### src/hdl/rsv_pkg.sv
`default_nettype none
package rsv_pkg;

    localparam int CNT_W   = 24;
    localparam int SMP_W   = 16;
    localparam int FRAC_W  = 8;
    localparam int SUM_W   = 40;
    localparam int SQ_W    = 55;
    localparam int MAG_W   = SMP_W;
    localparam int MPL_W   = 40;           // serial operand, one bit per cycle
    localparam int MCD_W   = 56;           // parallel operand
    localparam int PROD_W  = 96;
    localparam int QUO_W   = 48;           // quotient bits, variance with 2*FRAC_W fraction bits
    localparam int DVD_W   = 2 * QUO_W;
    localparam int VAR_W   = 39;
    localparam int DEV_W   = 24;
    localparam int STEP_W  = 6;
    localparam int MUL_STEPS  = MPL_W;
    localparam int DIV_STEPS  = QUO_W;
    localparam int SQRT_STEPS = QUO_W / 2;

    typedef struct packed {
        logic        [CNT_W-1:0] count;
        logic signed [SUM_W-1:0] sum;
        logic        [SQ_W-1:0]  sq;
        logic signed [SMP_W-1:0] min;
        logic signed [SMP_W-1:0] max;
    } stats_t;

    typedef enum logic [2:0] {
        ST_IDLE,
        ST_LOAD,
        ST_MUL,
        ST_DIV,
        ST_SQRT,
        ST_DONE
    } state_t;

endpackage
`default_nettype wire

### src/hdl/rsv_accum.sv
`default_nettype none
module rsv_accum (
    input  wire logic                        clk,
    input  wire logic                        rst_n,
    input  wire logic                        accept,
    input  wire logic signed [rsv_pkg::SMP_W-1:0] sample,
    output rsv_pkg::stats_t                  stats,
    output logic                             dropped
);
    import rsv_pkg::*;

    logic [CNT_W-1:0]        count_reg, count_next;
    logic signed [SUM_W-1:0] sum_reg, sum_next;
    logic [SQ_W-1:0]         sq_reg, sq_next;
    logic signed [SMP_W-1:0] min_reg, min_next, max_reg, max_next;
    logic                    dropped_reg, dropped_next;
    logic [MAG_W-1:0]        mag;
    logic [2*MAG_W-1:0]      mag_sq;
    logic                    full;

    assign full   = (count_reg == {CNT_W{1'b1}});
    assign mag    = sample[SMP_W-1] ? MAG_W'(-sample) : MAG_W'(sample);
    assign mag_sq = mag * mag;

    always_comb
    begin
        count_next   = count_reg;
        sum_next     = sum_reg;
        sq_next      = sq_reg;
        min_next     = min_reg;
        max_next     = max_reg;
        dropped_next = dropped_reg;
        if (accept)
        begin
            dropped_next = full;
            if (!full)
            begin
                count_next = count_reg + CNT_W'(1);
                sum_next   = sum_reg + SUM_W'(sample);
                sq_next    = sq_reg + SQ_W'(mag_sq);
                if (count_reg == '0)
                begin
                    min_next = sample;
                    max_next = sample;
                end
                else if (sample < min_reg)
                begin
                    min_next = sample;
                end
                else if (sample > max_reg)
                begin
                    max_next = sample;
                end
            end
        end
    end

    always_ff @(posedge clk or negedge rst_n)
    begin
        if (!rst_n)
        begin
            count_reg   <= '0;
            sum_reg     <= '0;
            sq_reg      <= '0;
            dropped_reg <= 1'b0;
        end
        else
        begin
            count_reg   <= count_next;
            sum_reg     <= sum_next;
            sq_reg      <= sq_next;
            dropped_reg <= dropped_next;
        end
    end

    // Min and max are only read once a sample has written them.
    always_ff @(posedge clk)
    begin
        min_reg <= min_next;
        max_reg <= max_next;
    end

    assign stats.count = count_reg;
    assign stats.sum   = sum_reg;
    assign stats.sq    = sq_reg;
    assign stats.min   = min_reg;
    assign stats.max   = max_reg;
    assign dropped     = dropped_reg;

endmodule
`default_nettype wire

### src/hdl/rsv_mul.sv
`default_nettype none
module rsv_mul (
    input  wire logic                         clk,
    input  wire logic                         load,
    input  wire logic                         step,
    input  wire logic [rsv_pkg::MPL_W-1:0]    mplier,
    input  wire logic [rsv_pkg::MCD_W-1:0]    mcand,
    output logic      [rsv_pkg::PROD_W-1:0]   product
);
    import rsv_pkg::*;

    // Shift-and-add: one multiplier bit is retired per step, LSB first.
    logic [PROD_W-1:0] acc_reg, acc_next, mcd_reg, mcd_next;
    logic [MPL_W-1:0]  mpl_reg, mpl_next;

    always_comb
    begin
        acc_next = acc_reg;
        mcd_next = mcd_reg;
        mpl_next = mpl_reg;
        if (load)
        begin
            acc_next = '0;
            mcd_next = PROD_W'(mcand);
            mpl_next = mplier;
        end
        else if (step)
        begin
            if (mpl_reg[0])
            begin
                acc_next = acc_reg + mcd_reg;
            end
            mcd_next = {mcd_reg[PROD_W-2:0], 1'b0};
            mpl_next = {1'b0, mpl_reg[MPL_W-1:1]};
        end
    end

    always_ff @(posedge clk)
    begin
        acc_reg <= acc_next;
        mcd_reg <= mcd_next;
        mpl_reg <= mpl_next;
    end

    assign product = acc_reg;

endmodule
`default_nettype wire

### src/hdl/rsv_div.sv
`default_nettype none
module rsv_div (
    input  wire logic                        clk,
    input  wire logic                        load,
    input  wire logic                        step,
    input  wire logic [rsv_pkg::DVD_W-1:0]   dividend,
    input  wire logic [rsv_pkg::QUO_W-1:0]   divisor,
    output logic      [rsv_pkg::QUO_W-1:0]   quotient
);
    import rsv_pkg::*;

    // Restoring division; the upper half must be below the divisor so the
    // quotient fits QUO_W bits. Quotient bits shift into the low register.
    logic [QUO_W:0]   rem_reg, rem_next;
    logic [QUO_W-1:0] lo_reg, lo_next;
    logic [QUO_W:0]   trial;
    logic             fits;

    assign trial = {rem_reg[QUO_W-1:0], lo_reg[QUO_W-1]};
    assign fits  = (trial >= {1'b0, divisor});

    always_comb
    begin
        rem_next = rem_reg;
        lo_next  = lo_reg;
        if (load)
        begin
            rem_next = {1'b0, dividend[DVD_W-1:QUO_W]};
            lo_next  = dividend[QUO_W-1:0];
        end
        else if (step)
        begin
            rem_next = fits ? (trial - {1'b0, divisor}) : trial;
            lo_next  = {lo_reg[QUO_W-2:0], fits};
        end
    end

    always_ff @(posedge clk)
    begin
        rem_reg <= rem_next;
        lo_reg  <= lo_next;
    end

    assign quotient = lo_reg;

endmodule
`default_nettype wire

### src/hdl/rsv_sqrt.sv
`default_nettype none
module rsv_sqrt (
    input  wire logic                        clk,
    input  wire logic                        load,
    input  wire logic                        step,
    input  wire logic [rsv_pkg::QUO_W-1:0]   radicand,
    output logic      [rsv_pkg::DEV_W-1:0]   root
);
    import rsv_pkg::*;

    // Digit-by-digit square root, one result bit per step.
    logic [QUO_W-1:0] x_reg, x_next, res_reg, res_next, bit_reg, bit_next;
    logic [QUO_W-1:0] trial;

    assign trial = res_reg + bit_reg;

    always_comb
    begin
        x_next   = x_reg;
        res_next = res_reg;
        bit_next = bit_reg;
        if (load)
        begin
            x_next   = radicand;
            res_next = '0;
            bit_next = QUO_W'(1) << (QUO_W - 2);
        end
        else if (step)
        begin
            if (x_reg >= trial)
            begin
                x_next   = x_reg - trial;
                res_next = (res_reg >> 1) + bit_reg;
            end
            else
            begin
                res_next = res_reg >> 1;
            end
            bit_next = bit_reg >> 2;
        end
    end

    always_ff @(posedge clk)
    begin
        x_reg   <= x_next;
        res_reg <= res_next;
        bit_reg <= bit_next;
    end

    assign root = res_reg[DEV_W-1:0];

endmodule
`default_nettype wire

### src/hdl/running_stats_variance.sv
`default_nettype none
// Channel  | Handshake            | Payload
// ---------+----------------------+-----------------------------------------------
// input    | in_valid / in_ready  | sample
// output   | out_valid / out_ready| sample_total, sum_all, smallest, largest,
//          |                      | variance_q8, deviation_q8, overflow
//
// The statistics update at the accepting edge. The result is then worked out in states:
// LOAD arms the multipliers, MUL runs the multiplication, DIV loads and runs the
// 48-step division, SQRT loads and runs the 24-step square root, and DONE writes it out.
// One request at a time; the next is taken once the result is loaded and the block is idle.
// Reset clears the count, sum and sum of squares; no clearing pass is needed.
// A stalled output holds its result, and a finished computation waits for it to drain.
module running_stats_variance (
    input  wire logic                              clk,
    input  wire logic                              rst_n,
    input  wire logic                              in_valid,
    output logic                                   in_ready,
    input  wire logic signed [rsv_pkg::SMP_W-1:0]  sample,
    output logic                                   out_valid,
    input  wire logic                              out_ready,
    output logic        [rsv_pkg::CNT_W-1:0]       sample_total,
    output logic signed [rsv_pkg::SUM_W-1:0]       sum_all,
    output logic signed [rsv_pkg::SMP_W-1:0]       smallest,
    output logic signed [rsv_pkg::SMP_W-1:0]       largest,
    output logic        [rsv_pkg::VAR_W-1:0]       variance_q8,
    output logic        [rsv_pkg::DEV_W-1:0]       deviation_q8,
    output logic                                   overflow
);
    import rsv_pkg::*;

    state_t            state_reg, state_next;
    logic [STEP_W-1:0] step_reg, step_next;
    logic              accept;
    logic              mul_load, mul_step, div_load, div_step, sqrt_load, sqrt_step;
    logic              out_load;
    stats_t            stats;
    logic              dropped;

    logic [SUM_W-1:0]   smag;
    logic [PROD_W-1:0]  prod_ns2, prod_s1sq, prod_den;
    logic [PROD_W:0]    diff;
    logic [DVD_W-1:0]   dividend;
    logic [QUO_W-1:0]   quotient;
    logic [DEV_W-1:0]   root;
    logic               zero_reg, zero_next;

    logic               out_valid_reg, out_valid_next;
    logic [CNT_W-1:0]        total_reg;
    logic signed [SUM_W-1:0] sum_out_reg;
    logic signed [SMP_W-1:0] min_out_reg, max_out_reg;
    logic [VAR_W-1:0]        var_reg;
    logic [DEV_W-1:0]        dev_reg;
    logic                    ovf_reg;

    assign in_ready = (state_reg == ST_IDLE);
    assign accept   = in_valid && in_ready;

    rsv_accum u_accum (
        .clk     (clk),
        .rst_n   (rst_n),
        .accept  (accept),
        .sample  (sample),
        .stats   (stats),
        .dropped (dropped)
    );

    // Three products run side by side: n*S2, |S1|^2 and the divisor n*(n-1).
    assign smag = stats.sum[SUM_W-1] ? SUM_W'(-stats.sum) : SUM_W'(stats.sum);

    rsv_mul u_mul_ns2 (
        .clk     (clk),
        .load    (mul_load),
        .step    (mul_step),
        .mplier  (MPL_W'(stats.count)),
        .mcand   (MCD_W'(stats.sq)),
        .product (prod_ns2)
    );

    rsv_mul u_mul_s1sq (
        .clk     (clk),
        .load    (mul_load),
        .step    (mul_step),
        .mplier  (MPL_W'(smag)),
        .mcand   (MCD_W'(smag)),
        .product (prod_s1sq)
    );

    rsv_mul u_mul_den (
        .clk     (clk),
        .load    (mul_load),
        .step    (mul_step),
        .mplier  (MPL_W'(stats.count)),
        .mcand   (MCD_W'(stats.count - CNT_W'(1))),
        .product (prod_den)
    );

    // The numerator stays below 2^78, so shifting it up by two fraction
    // widths still fits the dividend.
    assign diff     = {1'b0, prod_ns2} - {1'b0, prod_s1sq};
    assign dividend = DVD_W'(diff[PROD_W-1:0]) << (2 * FRAC_W);

    rsv_div u_div (
        .clk      (clk),
        .load     (div_load),
        .step     (div_step),
        .dividend (dividend),
        .divisor  (prod_den[QUO_W-1:0]),
        .quotient (quotient)
    );

    rsv_sqrt u_sqrt (
        .clk      (clk),
        .load     (sqrt_load),
        .step     (sqrt_step),
        .radicand (quotient),
        .root     (root)
    );

    // Sequencer.
    always_comb
    begin
        state_next = state_reg;
        step_next  = step_reg;
        mul_load   = 1'b0;
        mul_step   = 1'b0;
        div_load   = 1'b0;
        div_step   = 1'b0;
        sqrt_load  = 1'b0;
        sqrt_step  = 1'b0;
        out_load   = 1'b0;
        unique case (state_reg)
            ST_IDLE:
            begin
                if (in_valid)
                begin
                    state_next = ST_LOAD;
                end
            end
            ST_LOAD:
            begin
                mul_load   = 1'b1;
                step_next  = '0;
                state_next = ST_MUL;
            end
            ST_MUL:
            begin
                mul_step  = 1'b1;
                step_next = step_reg + STEP_W'(1);
                if (step_reg == STEP_W'(MUL_STEPS - 1))
                begin
                    step_next  = '0;
                    state_next = ST_DIV;
                end
            end
            ST_DIV:
            begin
                if (step_reg == '0)
                begin
                    div_load = 1'b1;
                end
                else
                begin
                    div_step = 1'b1;
                end
                step_next = step_reg + STEP_W'(1);
                if (step_reg == STEP_W'(DIV_STEPS))
                begin
                    step_next  = '0;
                    state_next = ST_SQRT;
                end
            end
            ST_SQRT:
            begin
                if (step_reg == '0)
                begin
                    sqrt_load = 1'b1;
                end
                else
                begin
                    sqrt_step = 1'b1;
                end
                step_next = step_reg + STEP_W'(1);
                if (step_reg == STEP_W'(SQRT_STEPS))
                begin
                    step_next  = '0;
                    state_next = ST_DONE;
                end
            end
            ST_DONE:
            begin
                if (!out_valid_reg || out_ready)
                begin
                    out_load   = 1'b1;
                    state_next = ST_IDLE;
                end
            end
            default:
            begin
                state_next = ST_IDLE;
            end
        endcase
    end

    // Variance and deviation are zero for fewer than two samples or a
    // negative numerator.
    assign zero_next = div_load ? ((stats.count <= CNT_W'(1)) || diff[PROD_W]) : zero_reg;

    assign out_valid_next = out_load ? 1'b1 : (out_valid_reg && !out_ready);

    always_ff @(posedge clk or negedge rst_n)
    begin
        if (!rst_n)
        begin
            state_reg     <= ST_IDLE;
            step_reg      <= '0;
            out_valid_reg <= 1'b0;
        end
        else
        begin
            state_reg     <= state_next;
            step_reg      <= step_next;
            out_valid_reg <= out_valid_next;
        end
    end

    always_ff @(posedge clk)
    begin
        zero_reg <= zero_next;
        if (out_load)
        begin
            total_reg   <= stats.count;
            sum_out_reg <= stats.sum;
            min_out_reg <= stats.min;
            max_out_reg <= stats.max;
            var_reg     <= zero_reg ? '0 : quotient[FRAC_W +: VAR_W];
            dev_reg     <= zero_reg ? '0 : root;
            ovf_reg     <= dropped;
        end
    end

    assign out_valid    = out_valid_reg;
    assign sample_total = total_reg;
    assign sum_all      = sum_out_reg;
    assign smallest     = min_out_reg;
    assign largest      = max_out_reg;
    assign variance_q8  = var_reg;
    assign deviation_q8 = dev_reg;
    assign overflow     = ovf_reg;

    // Only one request may be in flight at a time.
    a_single_request: assert property (@(posedge clk) disable iff (!rst_n)
        accept |=> !in_ready)
        else $error("request accepted while another is in flight");

    // A dropped sample is only reported when the count is full.
    a_overflow_full: assert property (@(posedge clk) disable iff (!rst_n)
        (out_valid && overflow) |-> (sample_total == {CNT_W{1'b1}}))
        else $error("overflow reported below full count");

    // Spread needs at least two samples.
    a_spread_count: assert property (@(posedge clk) disable iff (!rst_n)
        (out_valid && ((variance_q8 != '0) || (deviation_q8 != '0))) |->
        (sample_total > CNT_W'(1)))
        else $error("nonzero spread with fewer than two samples");

    // The result register is only written when empty or being drained.
    a_no_overwrite: assert property (@(posedge clk) disable iff (!rst_n)
        out_load |-> (!out_valid_reg || out_ready))
        else $error("result overwritten before it was taken");

endmodule
`default_nettype wire

### config.mk
export PLATFORM = sky130hd
export DESIGN_NAME = running_stats_variance
export DESIGN_NICKNAME = d
export VERILOG_FILES = /design/src/hdl/rsv_pkg.sv /design/src/hdl/rsv_accum.sv /design/src/hdl/rsv_mul.sv /design/src/hdl/rsv_div.sv /design/src/hdl/rsv_sqrt.sv /design/src/hdl/running_stats_variance.sv
export SDC_FILE = /design/constraint.sdc
export NUM_CORES = 2
export LEC_CHECK = 0
export BUFFER_PORTS_ARGS = -buffer_cell sky130_fd_sc_hd__buf_2
export CAP_MARGIN = 20
export CORE_UTILIZATION = 48
export CTS_CLUSTER_DIAMETER = 200
export DETAILED_ROUTE_END_ITERATION = 6
export GPL_ROUTABILITY_DRIVEN = 0
export PLACE_DENSITY = 0.74
export SYNTH_ARGS = -nofsm -noshare
export SYNTH_HDL_FRONTEND = slang
export SYNTH_SLANG_ARGS = --single-unit
### constraint.sdc
create_clock -name clk -period 11.3 [get_ports clk]
set_clock_uncertainty 0.2 [all_clocks]
set_input_delay 1.695 -clock clk [delete_from_list [all_inputs] [get_ports clk]]
set_output_delay 1.695 -clock clk [all_outputs]
set_load 0.05 [all_outputs]
# [Yosys cells after proc, flatten, opt, wreduce, memory -nomap -nowiden]
# Cells that the tools add are included.
[word_totals] regBits=1203 inputBits=20 elab_cells=145
[op_classes] n_addsub=15 multipliers=1 order_cmp=5 n_eq_ne=15 n_mux=49 bitwise=1 n_reduce_logical=24
[ops] operator="$mux W48" count=9
[ops] operator="$add A96 B96 Y96" count=3
[ops] operator="$mux W40" count=5
[ops] operator="$mux W56" count=2
[ops] operator="$mux W55" count=2
[ops] operator="$sub A96 B96 Y97" count=1
[ops] operator="$mux W16" count=6
[ops] operator="$mux W24" count=4
[ops] operator="$sub A48 B48 Y48" count=2
[ops] operator="$add A55 B32 Y55" count=1
[ops] operator="$ge A49 B48 Y1" count=1
[ops] operator="$add A47 B47 Y48" count=1
[ops] operator="$add A48 B47 Y48" count=1
[ops] operator="$ge A48 B48 Y1" count=1
[ops] operator="$add A40 B16 Y40" count=1
[ops] operator="$neg A40 Y40" count=1
[ops] operator="$mul A16 B16 Y32" count=1
[ops] operator="$sub A24 B1 Y25 const B" count=1
[ops] operator="$add A24 B1 Y24 const B" count=1
[ops] operator="$eq A24 B24 Y1 const B" count=1
[ops] operator="$le A24 B1 Y1 const B" count=1
[ops] operator="$logic_not A24 Y1" count=1
[ops] operator="$pmux W6 S4" count=1
[ops] operator="$mux W6" count=3
[ops] operator="26 further kinds" count=59

# [Longest topological paths before layout]
[logic_depth] ltp_word=5 ltp_mapped=36 depth_no_buf=34

# [By module]
# From an unflattened synthesis, not the netlist that was laid out.
[unflattened] cells_unflattened=10406 hier_area_um2=93641.1
[by_module_without_submodules] module="rsv_mul" instances=3 cells_each=1678 area_per_inst_um2=15114.5
[by_module_without_submodules] module="rsv_accum" instances=1 cells_each=1895 area_per_inst_um2=17246.5
[by_module_without_submodules] module="running_stats_variance" instances=1 cells_each=1353 area_per_inst_um2=12695.9
[by_module_without_submodules] module="rsv_sqrt" instances=1 cells_each=1358 area_per_inst_um2=10865.4
[by_module_without_submodules] module="rsv_div" instances=1 cells_each=766 area_per_inst_um2=7489.7

# [Worst setup path after synthesis]
# No wires, ideal clock.
[synth_path] kind="input to register" startpoint="input port sample[0] (netlist bit)" endpoint="register u_accum.sq_reg[54]" setup_time_ns=0.123 arrival_ns=9.986 required_time_ns=10.977 path_slack_ns=0.991 path_stages=29 cell_sequence="clkbuf_1 > or3_1 > or3_1 > or4_1 > o31ai_1 > xor2_1 > clkinv_1 > nand2_1 > fa_1 > inv_1 > fa_1 > fa_1 > fa_1 > fa_1 > inv_1 > fa_1 > inv_1 > ha_1 > nand2_1 > nor2_1 > nand2_1 > a2111o_1 > a31o_2 > a31oi_1 > o211ai_1 > o211ai_1 > nand2_1 > or4_1 > xnor2_1"
[synth_via] elab_chain_len=4
[synth_lines] item="start, declared" line_no="running_stats_variance.sv:19" source="input wire logic signed [rsv_pkg::SMP_W-1:0] sample,"
[synth_lines] item="$neg A16 Y16" line_no="rsv_accum.sv:22" source="assign mag = sample[SMP_W-1] ? MAG_W'(-sample) : MAG_W'(sample);"
[synth_lines] item="$mux W16 *" line_no="rsv_accum.sv:22"
[synth_lines] item="$mul A16 B16 Y32 *" line_no="rsv_accum.sv:23" source="assign mag_sq = mag * mag;"
[synth_lines] item="$add A55 B32 Y55 *" line_no="rsv_accum.sv:40" source="sq_next = sq_reg + SQ_W'(mag_sq);"
[synth_lines] item="end signal, assigned" line_no="rsv_accum.sv:71" source="sq_reg <= sq_next;"
[synth_lines] item="end, declared" line_no="rsv_accum.sv:14" source="logic [SQ_W-1:0] sq_reg, sq_next;"
# Every way passes the cells marked *; elsewhere a longest branch is shown, timed or not.
# A chain may end at the register's enable or synchronous reset.

# [Final worst setup path]
[layout_path] startpoint="input port sample[6] (netlist bit)" endpoint="register u_accum.sq_reg[54]"
# The elaborated chain is that of the path after synthesis.

==> impl_metrics.env <==
export IMPL_fin_tns_setup_ns=0
export IMPL_htree_levels=4
export IMPL_drt_first_pass_iters=7
export IMPL_dp_hpwl_mm=173
export IMPL_drt_iter0_markers=6588
export IMPL_dieWidth_um=408
export IMPL_crit_arrival_ns=10.60
export IMPL_finalSetupViolations=0
export IMPL_synth_edf_count=528
export IMPL_hold_viol_final=0
export IMPL_async_flop_share_pct=12.0
export IMPL_numPortBuffers=181
export IMPL_crit_required_ns=11.77
export IMPL_yosysWarnings=0
export IMPL_antenna_found_initial=3
export IMPL_nets=10200
export IMPL_synthAdderAreaFrac_pct=15.6
export IMPL_synth_cell_types=88
export IMPL_ant_nets=0
export IMPL_synth_simple_gate_area_share_pct=16.9
export IMPL_reg2reg_depth=22
export IMPL_cts_num_sinks=1083
export IMPL_synth_xor_area_share_pct=7.10
export IMPL_status="finished, violations left"
export IMPL_maxSlewViolCount=0
export IMPL_muxShareOfSynthArea_pct=0.283
export IMPL_path_common_cell="fa_1"
export IMPL_synth_top_family_by_area="compound AO/OA/AOI/OAI gates"
export IMPL_synth_compound_area_share_pct=19.9
export IMPL_cts_setup_buffers=0
export IMPL_min_path_cells=0
export IMPL_ys_ff_latch=1083
export IMPL_cts_hold_buf=0
export IMPL_cts_tree="done"
export IMPL_clock_path_buffers=3
export IMPL_synth_seq_area_share_pct=34.8
export IMPL_rsz0062_at_grt="no"
export IMPL_syn_area_per_cell_sq_um=8.49
export IMPL_avgRoutedWirePerCell_um=19.7
export IMPL_setup_worst_path_start_class="primary input"
export IMPL_grt_pass1_vias=65400
export IMPL_grt_overflow_total=0
export IMPL_min_period_over_period_pct=89.6
export IMPL_clock_root_buffer="clkbuf_16"
export IMPL_relSlewSlack_pct=15.5
export IMPL_violations="design-rule violations"
export IMPL_cp_end_kind="register"
export IMPL_insertion_delay_ns=0.81
export IMPL_core_area_sq_mm=0.163
export IMPL_clk_pin_slew_ns=0.06
export IMPL_num_io_pins=182
export IMPL_cp_max_fo=10
export IMPL_synth_area_sq_mm=0.0793
export IMPL_dieArea_sq_mm=0.167
export IMPL_grt_max_degree=122
export IMPL_drc=1
export IMPL_grt_pass1_wl_mm=357
export IMPL_cp_slowest_cell="or4_1"
export IMPL_rows=148
export IMPL_critPathMaxStageDelay_ns=0.57
export IMPL_worst_slew_pin_slew_ns=1.24
export IMPL_vias=68500
export IMPL_hp_class="register to register"
export IMPL_initial_core_util_pct=48.5
export IMPL_cts_buffers=130
export IMPL_wirelength_mm=228
export IMPL_fillers=14700
export IMPL_netlist_instances=9337
export IMPL_period_minus_slack_ns=10.12
export IMPL_fmax_mhz=98.8
export IMPL_post_drt_via_cell_ratio=5.92
export IMPL_drive_gt1_share_pct=5.72
export IMPL_cap_violations=0
export IMPL_postCtsResizedCells=0
export IMPL_dieHeight_um=408
export IMPL_critPathKind="primary input to register"
export IMPL_syn2layout_area_growth_pct=8.96
export IMPL_track_usage_pct=26.6
export IMPL_ys_flop_type="edfxtp_1"
==> stage by stage <==
stage          area, sq um  hold slack [ns]  cells  worst slack, ns  utilization [%]
3_5_place_dp         81900            0.235  11300            0.396             50.2
3_3_place_gp         81900            0.232  11300            0.586             50.2
4_1_cts              86300            0.247  11600             1.21             52.8
6_report             86400            0.247  11600             1.18             52.9
5_1_grt              86400            0.252  11600            0.744             52.9
2_1_floorplan        79300            0.223   9346            0.991                -
==> metal layers <==
metal | GRT usage (%) | wire length, um | vias to the layer above
li1 | - | - | 32500
met2 | 42.2 | 102000 | 2859
met1 | 35.1 | 95300 | 32600
met5 | 0 | 14 | -
met4 | 12.2 | 11000 | 2
met3 | 4.83 | 19400 | 547
==> worst max-delay path, delay by kind of cell <==
family,cells,cell delay (ns)
AO/OA/AOI/OAI,6,1.65
AND/OR/NAND/NOR,9,2.70
buffers and inverters,5,0.78
XOR/XNOR,2,0.36
adder cells (fa/ha/maj),7,3.37
==> logic make-up (layout without fill, tap and decap cells) <==
| group | count (synthesis) | after routing |
|---|---|---|
| other cells | 2 | 14 |
| simple gates | 3023 | 3023 |
| fa+ha+maj | 865 | 865 |
| xor+xnor | 643 | 643 |
| mux | 22 | 22 |
| flops | 1083 | 1083 |
| compound gates | 2579 | 2579 |
| buf+inv | 1120 | 1177 |
==> synthesized netlist by cell type (all sizes together) (58+ instances only) <==
cell type	number	area share [%]
edfxtp	528	20
xnor2	375	4.1
nand2	1646	7.8
ha	663	10
o21bai	122	1.2
a21oi	891	5.6
dfxtp	425	11
nor2b	154	1.2
clkbuf	417	2.0
xor2	268	3.0
dfrtp	130	4.1
nand2b	82	0.65
nand3	175	1.1
nor2	473	2.2
nand4	149	1.2
o21ai	594	3.8
o21a	117	1.1
and3	75	0.60
a21o	336	3.2
o31ai	58	0.56
inv	673	3.2
fa	202	5.1
nor3	88	0.56
a31oi	131	1.0
==> final timing paths <==
check | start | endpoint | slack (ns)
max | sample[6] | u_accum.sq_reg[54]$_DFFE_PN0P_ | 1.18
min in group asynchronous | rst_n | u_accum.sum_reg[32]$_DFFE_PN0P_ | 0.75
max reg2reg | u_sqrt.res_reg[2]$_SDFFE_PP0P_ | u_sqrt.x_reg[22]$_DFFE_PP_ | 4.50
min reg2reg | u_accum.min_reg[13]$_DFFE_PP_ | smallest[13]$_DFFE_PP_ | 0.25
max in group asynchronous | rst_n | u_accum.sq_reg[19]$_DFFE_PN0P_ | 8.80
min | u_accum.min_reg[13]$_DFFE_PP_ | smallest[13]$_DFFE_PP_ | 0.25
==> layout by cell type, fill, tap and decap left out, types with 44 or more instances in the layout <==
master | Yosys | final
nor2b_1 | 154 | 152
clkbuf_16 | 0 | 136
nand4_1 | 149 | 149
a21oi_1 | 891 | 890
nor2_1 | 473 | 468
a211oi_1 | 50 | 49
buf_2 | 0 | 180
nand2b_1 | 82 | 81
inv_1 | 671 | 671
o21bai_1 | 122 | 122
nand3_1 | 175 | 174
xor2_1 | 268 | 268
a31oi_1 | 131 | 131
o31ai_1 | 57 | 57
a21o_1 | 336 | 336
dfxtp_1 | 425 | 425
fa_1 | 202 | 202
ha_1 | 663 | 663
dfrtp_1 | 130 | 130
or3_1 | 44 | 44
o211ai_1 | 47 | 47
xnor2_1 | 375 | 375
o21a_1 | 117 | 117
nand2_1 | 1646 | 1638
buf_4 | 1 | 69
edfxtp_1 | 528 | 528
and3_1 | 73 | 71
nor3_1 | 88 | 88
o21ai_0 | 593 | 593
==> layout make-up <==
type,instances,area (sq um),share of cell area [%]
Tap cell,2175,2720,3.15
Sequential cell,1083,27600,32.0
Clock inverter,64,673,0.779
Clock buffer,178,3680,4.26
Timing Repair Buffer,255,1510,1.75
Antenna cell,3,7.51,0.00869
Multi-Input combinational cell,7143,47600,55.1
Inverter,680,2550,2.96
Power is not shown: default switching activity piles up to over one toggle a cycle in this logic, so the estimate is an artifact.
